[src/sitoa_pkg.sv]
// Shared constants and types for the signed integer to decimal text converter.
package sitoa_pkg;

	// Width of the value field on the input channel.
	localparam int VALUE_W = 32;
	// Number of low bits of the value that are converted, as two's complement.
	localparam int VALUE_BITS = 32;
	// Magnitude padded to whole nibbles; the converter takes four bits per cycle.
	localparam int PAD_BITS = ((VALUE_BITS + 3) / 4) * 4;
	localparam int STEPS = PAD_BITS / 4;
	localparam int STEP_BITS = $clog2(STEPS);
	// Decimal digits needed for any VALUE_BITS-bit unsigned magnitude.
	localparam int DIGITS = (VALUE_BITS * 1233) / 4096 + 1;
	localparam int DIGIT_IDX_BITS = $clog2(DIGITS);
	localparam int BCD_BITS = DIGITS * 4;

	// Queue between the front and the back.
	localparam int QUEUE_DEPTH = 2;
	localparam int QPTR_BITS = $clog2(QUEUE_DEPTH);
	localparam int QCNT_BITS = $clog2(QUEUE_DEPTH + 1);

	// Character codes.
	localparam logic [7:0] ASCII_ZERO = 8'h30;
	localparam logic [7:0] ASCII_MINUS = 8'h2D;
	localparam logic [7:0] ASCII_NINE = 8'h39;

	// One classified number: its sign and its unsigned magnitude.
	typedef struct packed {
		logic                  neg;
		logic [VALUE_BITS-1:0] mag;
	} job_t;

endpackage

[src/sitoa_if.sv]
// Valid/ready channel interfaces for the numbers in and the characters out.
interface sitoa_in_if
	import sitoa_pkg::*;
();
	logic               valid;
	logic               ready;
	logic [VALUE_W-1:0] value;

	modport source(output valid, output value, input ready);
	modport sink(input valid, input value, output ready);
endinterface

interface sitoa_out_if;
	logic       valid;
	logic       ready;
	logic [7:0] char_code;
	logic       last;

	modport source(output valid, output char_code, output last, input ready);
	modport sink(input valid, input char_code, input last, output ready);
endinterface

[src/sitoa_front.sv]
// Front part: accepts numbers, splits each into sign and magnitude.
module sitoa_front
	import sitoa_pkg::*;
(
	input  logic               clk,
	input  logic               arst_n,
	input  logic               in_valid,
	output logic               in_ready,
	input  logic [VALUE_W-1:0] in_value,
	output logic               job_valid,
	input  logic               job_ready,
	output job_t               job
);

	logic                  valid_s1;
	job_t                  job_s1;
	logic [VALUE_BITS-1:0] raw;
	logic                  neg;

	// The stage takes a new number when empty or when its content moves on.
	assign in_ready = !valid_s1 || job_ready;
	assign job_valid = valid_s1;
	assign job = job_s1;

	// Sign and magnitude; the magnitude is unsigned so the most negative value fits.
	assign raw = in_value[VALUE_BITS-1:0];
	assign neg = raw[VALUE_BITS-1];

	always_ff @(posedge clk or negedge arst_n) begin
		if (!arst_n) begin
			valid_s1 <= 1'b0;
		end else if (in_ready) begin
			valid_s1 <= in_valid;
		end
	end

	always_ff @(posedge clk) begin
		if (in_ready && in_valid) begin
			job_s1.neg <= neg;
			job_s1.mag <= neg ? VALUE_BITS'(~raw + 1'b1) : raw;
		end
	end

endmodule

[src/sitoa_queue.sv]
// Short queue that decouples the front from the back.
module sitoa_queue
	import sitoa_pkg::*;
(
	input  logic clk,
	input  logic arst_n,
	input  logic push_valid,
	output logic push_ready,
	input  job_t push_data,
	output logic pop_valid,
	input  logic pop_ready,
	output job_t pop_data
);

	job_t                 entries_q [QUEUE_DEPTH];
	logic [QPTR_BITS-1:0] wptr_q;
	logic [QPTR_BITS-1:0] rptr_q;
	logic [QCNT_BITS-1:0] cnt_q;
	logic                 push;
	logic                 pop;

	assign push_ready = cnt_q != QCNT_BITS'(QUEUE_DEPTH);
	assign pop_valid = cnt_q != '0;
	assign pop_data = entries_q[rptr_q];
	assign push = push_valid && push_ready;
	assign pop = pop_valid && pop_ready;

	// Pointers and fill count.
	always_ff @(posedge clk or negedge arst_n) begin
		if (!arst_n) begin
			wptr_q <= '0;
			rptr_q <= '0;
			cnt_q <= '0;
		end else begin
			if (push) begin
				wptr_q <= (wptr_q == QPTR_BITS'(QUEUE_DEPTH - 1)) ? '0 : wptr_q + 1'b1;
			end
			if (pop) begin
				rptr_q <= (rptr_q == QPTR_BITS'(QUEUE_DEPTH - 1)) ? '0 : rptr_q + 1'b1;
			end
			if (push && !pop) begin
				cnt_q <= cnt_q + 1'b1;
			end else if (pop && !push) begin
				cnt_q <= cnt_q - 1'b1;
			end
		end
	end

	// Entry storage.
	always_ff @(posedge clk) begin
		if (push) begin
			entries_q[wptr_q] <= push_data;
		end
	end

endmodule

[src/sitoa_back.sv]
// Back part: binary to BCD conversion and character by character output.
module sitoa_back
	import sitoa_pkg::*;
(
	input  logic       clk,
	input  logic       arst_n,
	input  logic       job_valid,
	output logic       job_ready,
	input  job_t       job,
	output logic       out_valid,
	input  logic       out_ready,
	output logic [7:0] out_char,
	output logic       out_last
);

	// Converter registers.
	logic [PAD_BITS-1:0]  sh_q;
	logic [BCD_BITS-1:0]  bcd_q;
	logic                 neg_q;
	logic [STEP_BITS-1:0] cnt_q;
	logic                 busy_q;
	logic                 full_q;
	logic [BCD_BITS-1:0]  bcd_next;

	// Emitter registers.
	logic                      active_q;
	logic                      minus_q;
	logic [DIGIT_IDX_BITS-1:0] idx_q;
	logic [BCD_BITS-1:0]       digits_q;
	logic [DIGIT_IDX_BITS-1:0] top_idx;
	logic [3:0]                cur_digit;
	logic                      xfer;
	logic                      load;

	// One shift-add-3 step: adjust each digit of five or more, then shift a bit in.
	function automatic logic [BCD_BITS-1:0] dabble(input logic [BCD_BITS-1:0] b,
		input logic bit_in);
		logic [BCD_BITS-1:0] a;
		a = b;
		for (int d = 0; d < DIGITS; d++) begin
			if (a[d*4 +: 4] >= 4'd5) begin
				a[d*4 +: 4] = a[d*4 +: 4] + 4'd3;
			end
		end
		return {a[BCD_BITS-2:0], bit_in};
	endfunction

	// Four magnitude bits per cycle, most significant first.
	always_comb begin
		bcd_next = bcd_q;
		for (int b = 0; b < 4; b++) begin
			bcd_next = dabble(bcd_next, sh_q[PAD_BITS-1-b]);
		end
	end

	assign job_ready = !busy_q && !full_q;

	// Converter control.
	always_ff @(posedge clk or negedge arst_n) begin
		if (!arst_n) begin
			busy_q <= 1'b0;
			full_q <= 1'b0;
			cnt_q <= '0;
		end else begin
			if (job_valid && job_ready) begin
				busy_q <= 1'b1;
				cnt_q <= STEP_BITS'(STEPS - 1);
			end else if (busy_q) begin
				cnt_q <= cnt_q - 1'b1;
				if (cnt_q == '0) begin
					busy_q <= 1'b0;
					full_q <= 1'b1;
				end
			end else if (load) begin
				full_q <= 1'b0;
			end
		end
	end

	// Converter datapath.
	always_ff @(posedge clk) begin
		if (job_valid && job_ready) begin
			sh_q <= PAD_BITS'(job.mag);
			bcd_q <= '0;
			neg_q <= job.neg;
		end else if (busy_q) begin
			sh_q <= {sh_q[PAD_BITS-5:0], 4'b0000};
			bcd_q <= bcd_next;
		end
	end

	// Position of the leading nonzero digit; zero prints as one digit.
	always_comb begin
		top_idx = '0;
		for (int d = 0; d < DIGITS; d++) begin
			if (bcd_q[d*4 +: 4] != 4'd0) begin
				top_idx = DIGIT_IDX_BITS'(d);
			end
		end
	end

	// Current character from the emitter registers.
	assign cur_digit = digits_q[idx_q*4 +: 4];
	assign out_valid = active_q;
	assign out_char = minus_q ? ASCII_MINUS : ASCII_ZERO + {4'b0000, cur_digit};
	assign out_last = !minus_q && (idx_q == '0);
	assign xfer = out_valid && out_ready;
	assign load = full_q && (!active_q || (xfer && out_last));

	// Emitter control: sign first, then digits from the leading one down.
	always_ff @(posedge clk or negedge arst_n) begin
		if (!arst_n) begin
			active_q <= 1'b0;
			minus_q <= 1'b0;
			idx_q <= '0;
		end else if (load) begin
			active_q <= 1'b1;
			minus_q <= neg_q;
			idx_q <= top_idx;
		end else if (xfer) begin
			if (minus_q) begin
				minus_q <= 1'b0;
			end else if (idx_q == '0) begin
				active_q <= 1'b0;
			end else begin
				idx_q <= idx_q - 1'b1;
			end
		end
	end

	always_ff @(posedge clk) begin
		if (load) begin
			digits_q <= bcd_q;
		end
	end

endmodule

[src/signed_int_to_decimal_ascii.sv]
// A number passes the front stage, the queue, the converter and the emitter before its first character.
// Throughput: one character per cycle while the output is ready and a converted number waits;
// the converter takes four bits per cycle and works on the next number while one is emitted.
// Up to two classified numbers wait in the queue while the output stalls.
// Reset: arst_n low clears all control state at once; nothing is pending afterward.
// Top level: signed integer to decimal ASCII characters.
module signed_int_to_decimal_ascii
	import sitoa_pkg::*;
(
	input logic         clk,
	input logic         arst_n,
	sitoa_in_if.sink    number,
	sitoa_out_if.source text
);

	logic job_valid;
	logic job_ready;
	job_t job;
	logic q_valid;
	logic q_ready;
	job_t q_job;

	sitoa_front u_front (
		.clk       (clk),
		.arst_n    (arst_n),
		.in_valid  (number.valid),
		.in_ready  (number.ready),
		.in_value  (number.value),
		.job_valid (job_valid),
		.job_ready (job_ready),
		.job       (job)
	);

	sitoa_queue u_queue (
		.clk        (clk),
		.arst_n     (arst_n),
		.push_valid (job_valid),
		.push_ready (job_ready),
		.push_data  (job),
		.pop_valid  (q_valid),
		.pop_ready  (q_ready),
		.pop_data   (q_job)
	);

	sitoa_back u_back (
		.clk       (clk),
		.arst_n    (arst_n),
		.job_valid (q_valid),
		.job_ready (q_ready),
		.job       (q_job),
		.out_valid (text.valid),
		.out_ready (text.ready),
		.out_char  (text.char_code),
		.out_last  (text.last)
	);

endmodule

[src/flat_wrapper.sv]
// flat-port wrapper written by rule: the top's interface ports become plain ports
module signed_int_to_decimal_ascii_flat import sitoa_pkg::*;
  (clk, arst_n, number_valid, number_value, number_ready, text_valid, text_char_code, text_last, text_ready);
  sitoa_in_if number_i ();
  sitoa_out_if text_i ();
  input logic clk;
  input logic arst_n;
  input wire logic [$bits(number_i.valid)-1:0] number_valid;
  input wire logic [$bits(number_i.value)-1:0] number_value;
  output wire logic [$bits(number_i.ready)-1:0] number_ready;
  output wire logic [$bits(text_i.valid)-1:0] text_valid;
  output wire logic [$bits(text_i.char_code)-1:0] text_char_code;
  output wire logic [$bits(text_i.last)-1:0] text_last;
  input wire logic [$bits(text_i.ready)-1:0] text_ready;
  assign number_i.valid = number_valid;
  assign number_i.value = number_value;
  assign number_ready = number_i.ready;
  assign text_valid = text_i.valid;
  assign text_char_code = text_i.char_code;
  assign text_last = text_i.last;
  assign text_i.ready = text_ready;
  signed_int_to_decimal_ascii u_core (.clk(clk), .arst_n(arst_n), .number(number_i), .text(text_i));
endmodule
[config.mk]
export PLATFORM = sky130hd
export DESIGN_NAME = signed_int_to_decimal_ascii_flat
export DESIGN_NICKNAME = d
export VERILOG_FILES = /design/src/sitoa_pkg.sv /design/src/sitoa_if.sv /design/src/sitoa_front.sv /design/src/sitoa_queue.sv /design/src/sitoa_back.sv /design/src/signed_int_to_decimal_ascii.sv /design/src/flat_wrapper.sv
export SDC_FILE = /design/constraint.sdc
export NUM_CORES = 1
export LEC_CHECK = 0
export BUFFER_PORTS_ARGS = -buffer_cell sky130_fd_sc_hd__buf_2
export CAP_MARGIN = 20
export CORE_MARGIN = 3
export CORE_UTILIZATION = 35
export CTS_BUF_LIST = sky130_fd_sc_hd__clkbuf_4
export DETAILED_ROUTE_END_ITERATION = 6
export PLACE_DENSITY_LB_ADDON = 0.08
export SLEW_MARGIN = 0
export SYNTH_ARGS = -nofsm -noshare
export SYNTH_HDL_FRONTEND = slang
export SYNTH_SLANG_ARGS = --single-unit
[constraint.sdc]
create_clock -name clk -period 3.8 [get_ports clk]
set_input_delay 0.57 -clock clk [delete_from_list [all_inputs] [get_ports clk]]
set_output_delay 0.57 -clock clk [all_outputs]
set_load 0.01 [all_outputs]
[After elaboration in Yosys (flattened, before gate mapping)]
Memories as Yosys holds them, arrays and structs flattened.
Index checks and enable logic that the tools add are counted.
Operators by class
  shifts and indexed selects: 1
  multiplexer cells: 77
  bitwise operators: 2
  multipliers: 0
  reduce and logical (&&, ||, !) cells: 39
  div/mod/pow operators: 0
  order comparisons: 40
  eq/ne operators: 4
  add/sub/neg operators: 48
Operator list (number)
  two-way mux 4 bit: 48
  greater-or-equal comparator 4 x 3 -> 1 bit, second input constant: 40
  adder 4 x 2 -> 4 bit, second input constant: 36
  two-way mux 32 bit: 2
  variable part select 40 x 7 -> 4 bit: 1
  nonzero test 4 bit: 9
  adder 32 x 1 -> 32 bit, second input constant: 1
  inverter 32 bit: 1
  two-way mux 31 bit: 1
  two-way mux 3 bit: 6
  two-way mux 1 bit: 17
  adder 3 x 2 -> 3 bit, second input constant: 4
  nonzero test 2 bit: 6
  logical AND 1 bit: 10
  AND reduction 3 bit: 3
  adder 6 x 4 -> 7 bit, first input constant: 1
  zero test 1 bit: 7
  two-way mux 7 bit: 1
  zero test 4 bit: 1
  two-way mux 2 bit: 2
  != test 2 x 1 -> 1 bit, second input constant: 2
  != test 2 bit, second input constant: 2
  subtractor 4 x 1 -> 4 bit, second input constant: 1
  zero test 3 bit: 1
  other kinds (6): 8
Word-level totals
  logic and storage cells: 229
  bits in read-only memories: 0
  bits in registers: 162
  bits of input ports: 36
  memory bits (writable): 66
  output and inout port bits: 11
  memories: 1
  bits in latches: 0
Memory list
  u_core.u_queue.entries_q: words 2, bits a word 33, read ports 1, clocked after Yosys merged registers in 0, wr ports 1, RTL line sitoa_queue.sv:15  | job_t entries_q [QUEUE_DEPTH];

[Longest topological paths before layout]
  depth after elaboration: 11
  depth in mapped cells: 18
  depth with buffers taken out: 18

[By module]
Synthesis repeated with hierarchy kept, for this count alone.
Unflattened totals
  cells, all modules: 1397
  area, all modules: 14153.6 µm²
Modules (own cells, without submodules)
  sitoa_back: area an instance 9621.7 µm², cells an instance 1142, times used 1, seq. area each 3268.1 µm²
  sitoa_queue: area an instance 2727.6 µm², cells an instance 121, times used 1, seq. area each 2082.0 µm²
  sitoa_front: area an instance 1804.2 µm², cells an instance 134, times used 1, seq. area each 1016.0 µm²

[Worst setup path after synthesis]
Ideal clock, no wire load.
  path type: reg2reg
  start: register u_core.u_back.bcd_q[33]
  end: register u_core.u_back.bcd_q[38]
  stages on the path, launching flop included: 16
  setup slack: 0.351 ns
  setup time: 0.062 ns
  clock period less this slack: 3.449 ns
  path buffers: 0
  required time: 3.738 ns
  arrival time: 3.387 ns
  cell sequence: dfxtp_1 inv_1 ha_1 nand2b_1 a21oi_1 mux2_2 a21oi_1 xnor2_1 ha_1 or2_2 a21oi_1 ha_1 nor2b_1 o211ai_1 or3_1 nand3_1
Between the ends
  longest elaborated chain between the ends: 8
  elaborated cells between the ends (all ways): 18
  those cells by class: add/sub (6); order compare (6); mux (6)
Ends and longest elaborated chain
  start: declaration: RTL line sitoa_back.sv:18  | logic [BCD_BITS-1:0] bcd_q;
  start signal: assignment: RTL line sitoa_back.sv:88  | bcd_q <= bcd_next;
  adder 4 x 2 -> 4 bit or greater-or-equal comparator 4 x 3 -> 1 bit (tied branches): RTL line sitoa_back.sv:42, sitoa_back.sv:41
  two-way mux 4 bit (*): RTL line sitoa_back.sv:41  | if (a[d*4 +: 4] >= 4'd5) begin
  adder 4 x 2 -> 4 bit, or another cell as far along: RTL line sitoa_back.sv:42  | a[d*4 +: 4] = a[d*4 +: 4] + 4'd3;
  two-way mux 4 bit or two-way mux 3 bit (tied branches): RTL line sitoa_back.sv:41
  adder 4 x 2 -> 4 bit, or another cell as far along: RTL line sitoa_back.sv:42
  two-way mux 4 bit or two-way mux 3 bit (tied branches): RTL line sitoa_back.sv:41
  greater-or-equal comparator 4 x 3 -> 1 bit or adder 3 x 2 -> 3 bit (tied branches): RTL line sitoa_back.sv:41, sitoa_back.sv:42
  two-way mux 3 bit (*): RTL line sitoa_back.sv:41
Mark *: on every way between the ends. The rest lies on a longest branch, timed or not.
A chain may end at the register's enable or synchronous reset.

[Worst setup path after layout]
  start: register u_core.u_back.bcd_q[13]
  end: register u_core.u_back.bcd_q[20]
Between the ends
  longest elaborated chain between the ends: 8
  elaborated cells between the ends (all ways): 18
  those cells by class: add/sub (6); order compare (6); mux (6)
Ends and longest elaborated chain (RTL line)
  adder 4 x 2 -> 4 bit or greater-or-equal comparator 4 x 3 -> 1 bit (tied branches): sitoa_back.sv:42, sitoa_back.sv:41
  two-way mux 4 bit (*): sitoa_back.sv:41
  adder 4 x 2 -> 4 bit or greater-or-equal comparator 4 x 3 -> 1 bit (tied branches): sitoa_back.sv:42, sitoa_back.sv:41
  two-way mux 4 bit: sitoa_back.sv:41
  adder 4 x 2 -> 4 bit or greater-or-equal comparator 4 x 3 -> 1 bit (tied branches): sitoa_back.sv:42, sitoa_back.sv:41
  two-way mux 4 bit: sitoa_back.sv:41
  adder 4 x 2 -> 4 bit or greater-or-equal comparator 4 x 3 -> 1 bit (tied branches): sitoa_back.sv:42, sitoa_back.sv:41
  two-way mux 4 bit (*): sitoa_back.sv:41
Marked as above.

==> metrics.cfg <==
[status]
status=complete, no violations

[timing]
relSlewSlack_pct=29.1
fmax_mhz=274
tightest_slew_ns=1.06
hold_violations=0
finalClockSkew_ns=0.0282
report.final.slew_viol_count=0
whs_ns=0.133
finalCritPeriodShare_pct=95.9
period_needed_ns=3.64
setup-violations-final=0

[synthesis]
synth_cells=1377
synth_top_area_cell=edfxtp_1
yosysWarnings=0
synthDistinctLibCells=94
ys_ff_latch=228
synthTopCellsByArea=edfxtp_1, dfxtp_1, mux2i_1, o21ai_0, nand2_1
synth_area_um2=13800
synthFlopType=edfxtp_1
synth_edf_count=172
synth_top_area_share_pct=37.5
seq_area_frac_synth_pct=46.2
synth.avg_cell_area_um2=10.0
async_flop_share_pct=7.02

[drt]
top_layer=met4
postRouteAntennaNets=0
route.met3.wl_um=1090
drt_first_pass_iters=5
wl_um=34700
drt_iter0_markers=452
drc=0
routedWlPerCell_um=16.7
wl_met2_um=17100
wl_met1_um=15700
via_per_inst=5.36
num_vias=11100

[floorplan]
core_area_um2=38700
start_util_pct=35.6
row_count=72
fp.dieW_um=204
die_h_um=204
die_area_um2=41800
ioPinCount=47

[global_routing]
antenna_found_initial=2
grt_start_max_net_pins=75
grt_pass1_wl_um=56700
grt_usage_pct=16.7
grt_overflow_total=0
first_global_vias=10900

[finish]
fin_util_pct=41.4
layout_commonest_cell=edfxtp_1
nets=1580
area.growth.synth_to_final_pct=16.4
fillCellCount=3854
final_area_um2=16000
final_cell_mix=edfxtp_1, nand2_1, o21ai_0
drive_above_1_share_pct=21.7

[setup_path]
cpMostUsedCell=ha_1
slowest_delay_ns=0.43
path_class=reg -> reg
cp_max_fo=7
worstPathArrival_ns=4.15
crit_path_top_delay_cell=mux2_2
crit_required_ns=4.31
worstSetupStartpointType=register
endpoint_kind=register
cp.buffers_inverters=1
crit_family=adder cells
path_cells=inv_1, ha_1, nand2b_1, a21oi_2, mux2_2, or3_1, and2_1, ha_1, maj3_1, a22oi_1, mux2_4, a31oi_1, xnor2_1, o22ai_1

[cts]
insertion_delay_ns=0.65
clk_pin_slew_worst_paths_ns=0.06
htreeDepth=3
clk_path_buf_depth=3
cts_root_buf=clkbuf_4
cts_buffers=67
clock_sinks=228
cts_tree=yes

[hold_path]
hp-class=in -> reg

[run]
maxCapViolCount=0

[placement]
dp_hpwl_um=24300
gp_congestion=0.786
port_buffers=43
place_area_um2=15000

final cells by class:
cell class | instances | area (um^2) | area share (%)
multi-input cells | 1031 | 7140 | 44.6
flip-flops and latches | 228 | 6370 | 39.8
repair buffers | 130 | 871 | 5.43
clock buffers | 96 | 721 | 4.50
well taps | 518 | 648 | 4.04
inverters | 48 | 180 | 1.12
clock inverters | 21 | 88.8 | 0.554
diodes | 1 | 2.50 | 0.0156
state kept, by name (all words and copies together), names as in the netlist:
signal	cells
u_core.u_back.digits_q	40
u_core.u_front.job_valid	1
u_core.u_back.out_valid	1
u_core.u_queue.entries_q	66
u_core.u_queue.cnt_q	2
u_core.u_back.idx_q	4
u_core.u_back.minus_q	1
u_core.u_back.sh_q	32
u_core.u_back.full_q	1
u_core.u_back.busy_q	1
u_core.u_back.cnt_q	3
u_core.u_front.job	33
u_core.u_back.neg_q	1
u_core.u_queue.wptr_q	1
u_core.u_queue.rptr_q	1
u_core.u_back.bcd_q	40
synthesized netlist by cell type, types with 17 or more instances:
master	number
o21ai_0	120
inv_1	46
ha_1	38
nand2b_1	22
o211ai_1	19
nor3_1	46
xnor2_1	50
a21oi_1	88
dfxtp_1	40
mux2i_1	61
nand2_1	130
clkbuf_1	52
a31oi_1	18
nor2_1	71
mux2_2	17
nand3_1	34
edfxtp_1	172
layer usage:
| layer | vias up | track usage [%] |
|---|---|---|
| met5 | - | 0 |
| met2 | 211 | 28.9 |
| met1 | 5295 | 21.5 |
| li1 | 5542 | - |
| met3 | 59 | 2.74 |
| met4 | 0 | 5.38 |
final timing paths:
path,slack (ns),endpoint,start,cells after the start
worst min register to register,0.43,u_core.u_back.digits_q[37],u_core.u_back.bcd_q[37],0
worst max register to register,0.16,u_core.u_back.bcd_q[20],u_core.u_back.bcd_q[13],14
worst max-delay path,0.16,u_core.u_back.bcd_q[20],u_core.u_back.bcd_q[13],14
max in group asynchronous,3.04,u_core.u_queue.rptr_q,arst_n,2
worst min-delay path,0.13,u_core.u_front.job_valid,number_valid,2
min in group asynchronous,0.41,u_core.u_queue.cnt_q[1],arst_n,2
through the flow:
step,cells,setup slack [ns],TNS (ns)
4_1_cts,2068,0.00752,0
6_report,2073,0.155,0
2_1_floorplan,1378,0.351,0
3_5_place_dp,1950,-0.0510,-0.0510
3_3_place_gp,1950,0.0830,0
5_1_grt,2073,-0.0114,-0.0170
logic make-up after synthesis:
group           share of synthesized area (%)
fa+ha+maj                                3.96
other cells                            0.0545
buf+inv                                  3.43
compound gates                           21.1
xor+xnor                                 3.81
mux                                      7.13
flops                                    46.2
simple gates                             14.3
what timing repair did:
action                                  4_1_cts  5_1_grt
hold endpoints to repair                     16        0
resized for setup                             3       49
hold buffers                                  1        0
pin swaps                                     0        7
endpoints found under the setup margin        2       21
setup buffers                                 0        4
Power is not shown: default switching activity piles up to over one toggle a cycle in this logic, so the estimate is an artifact.
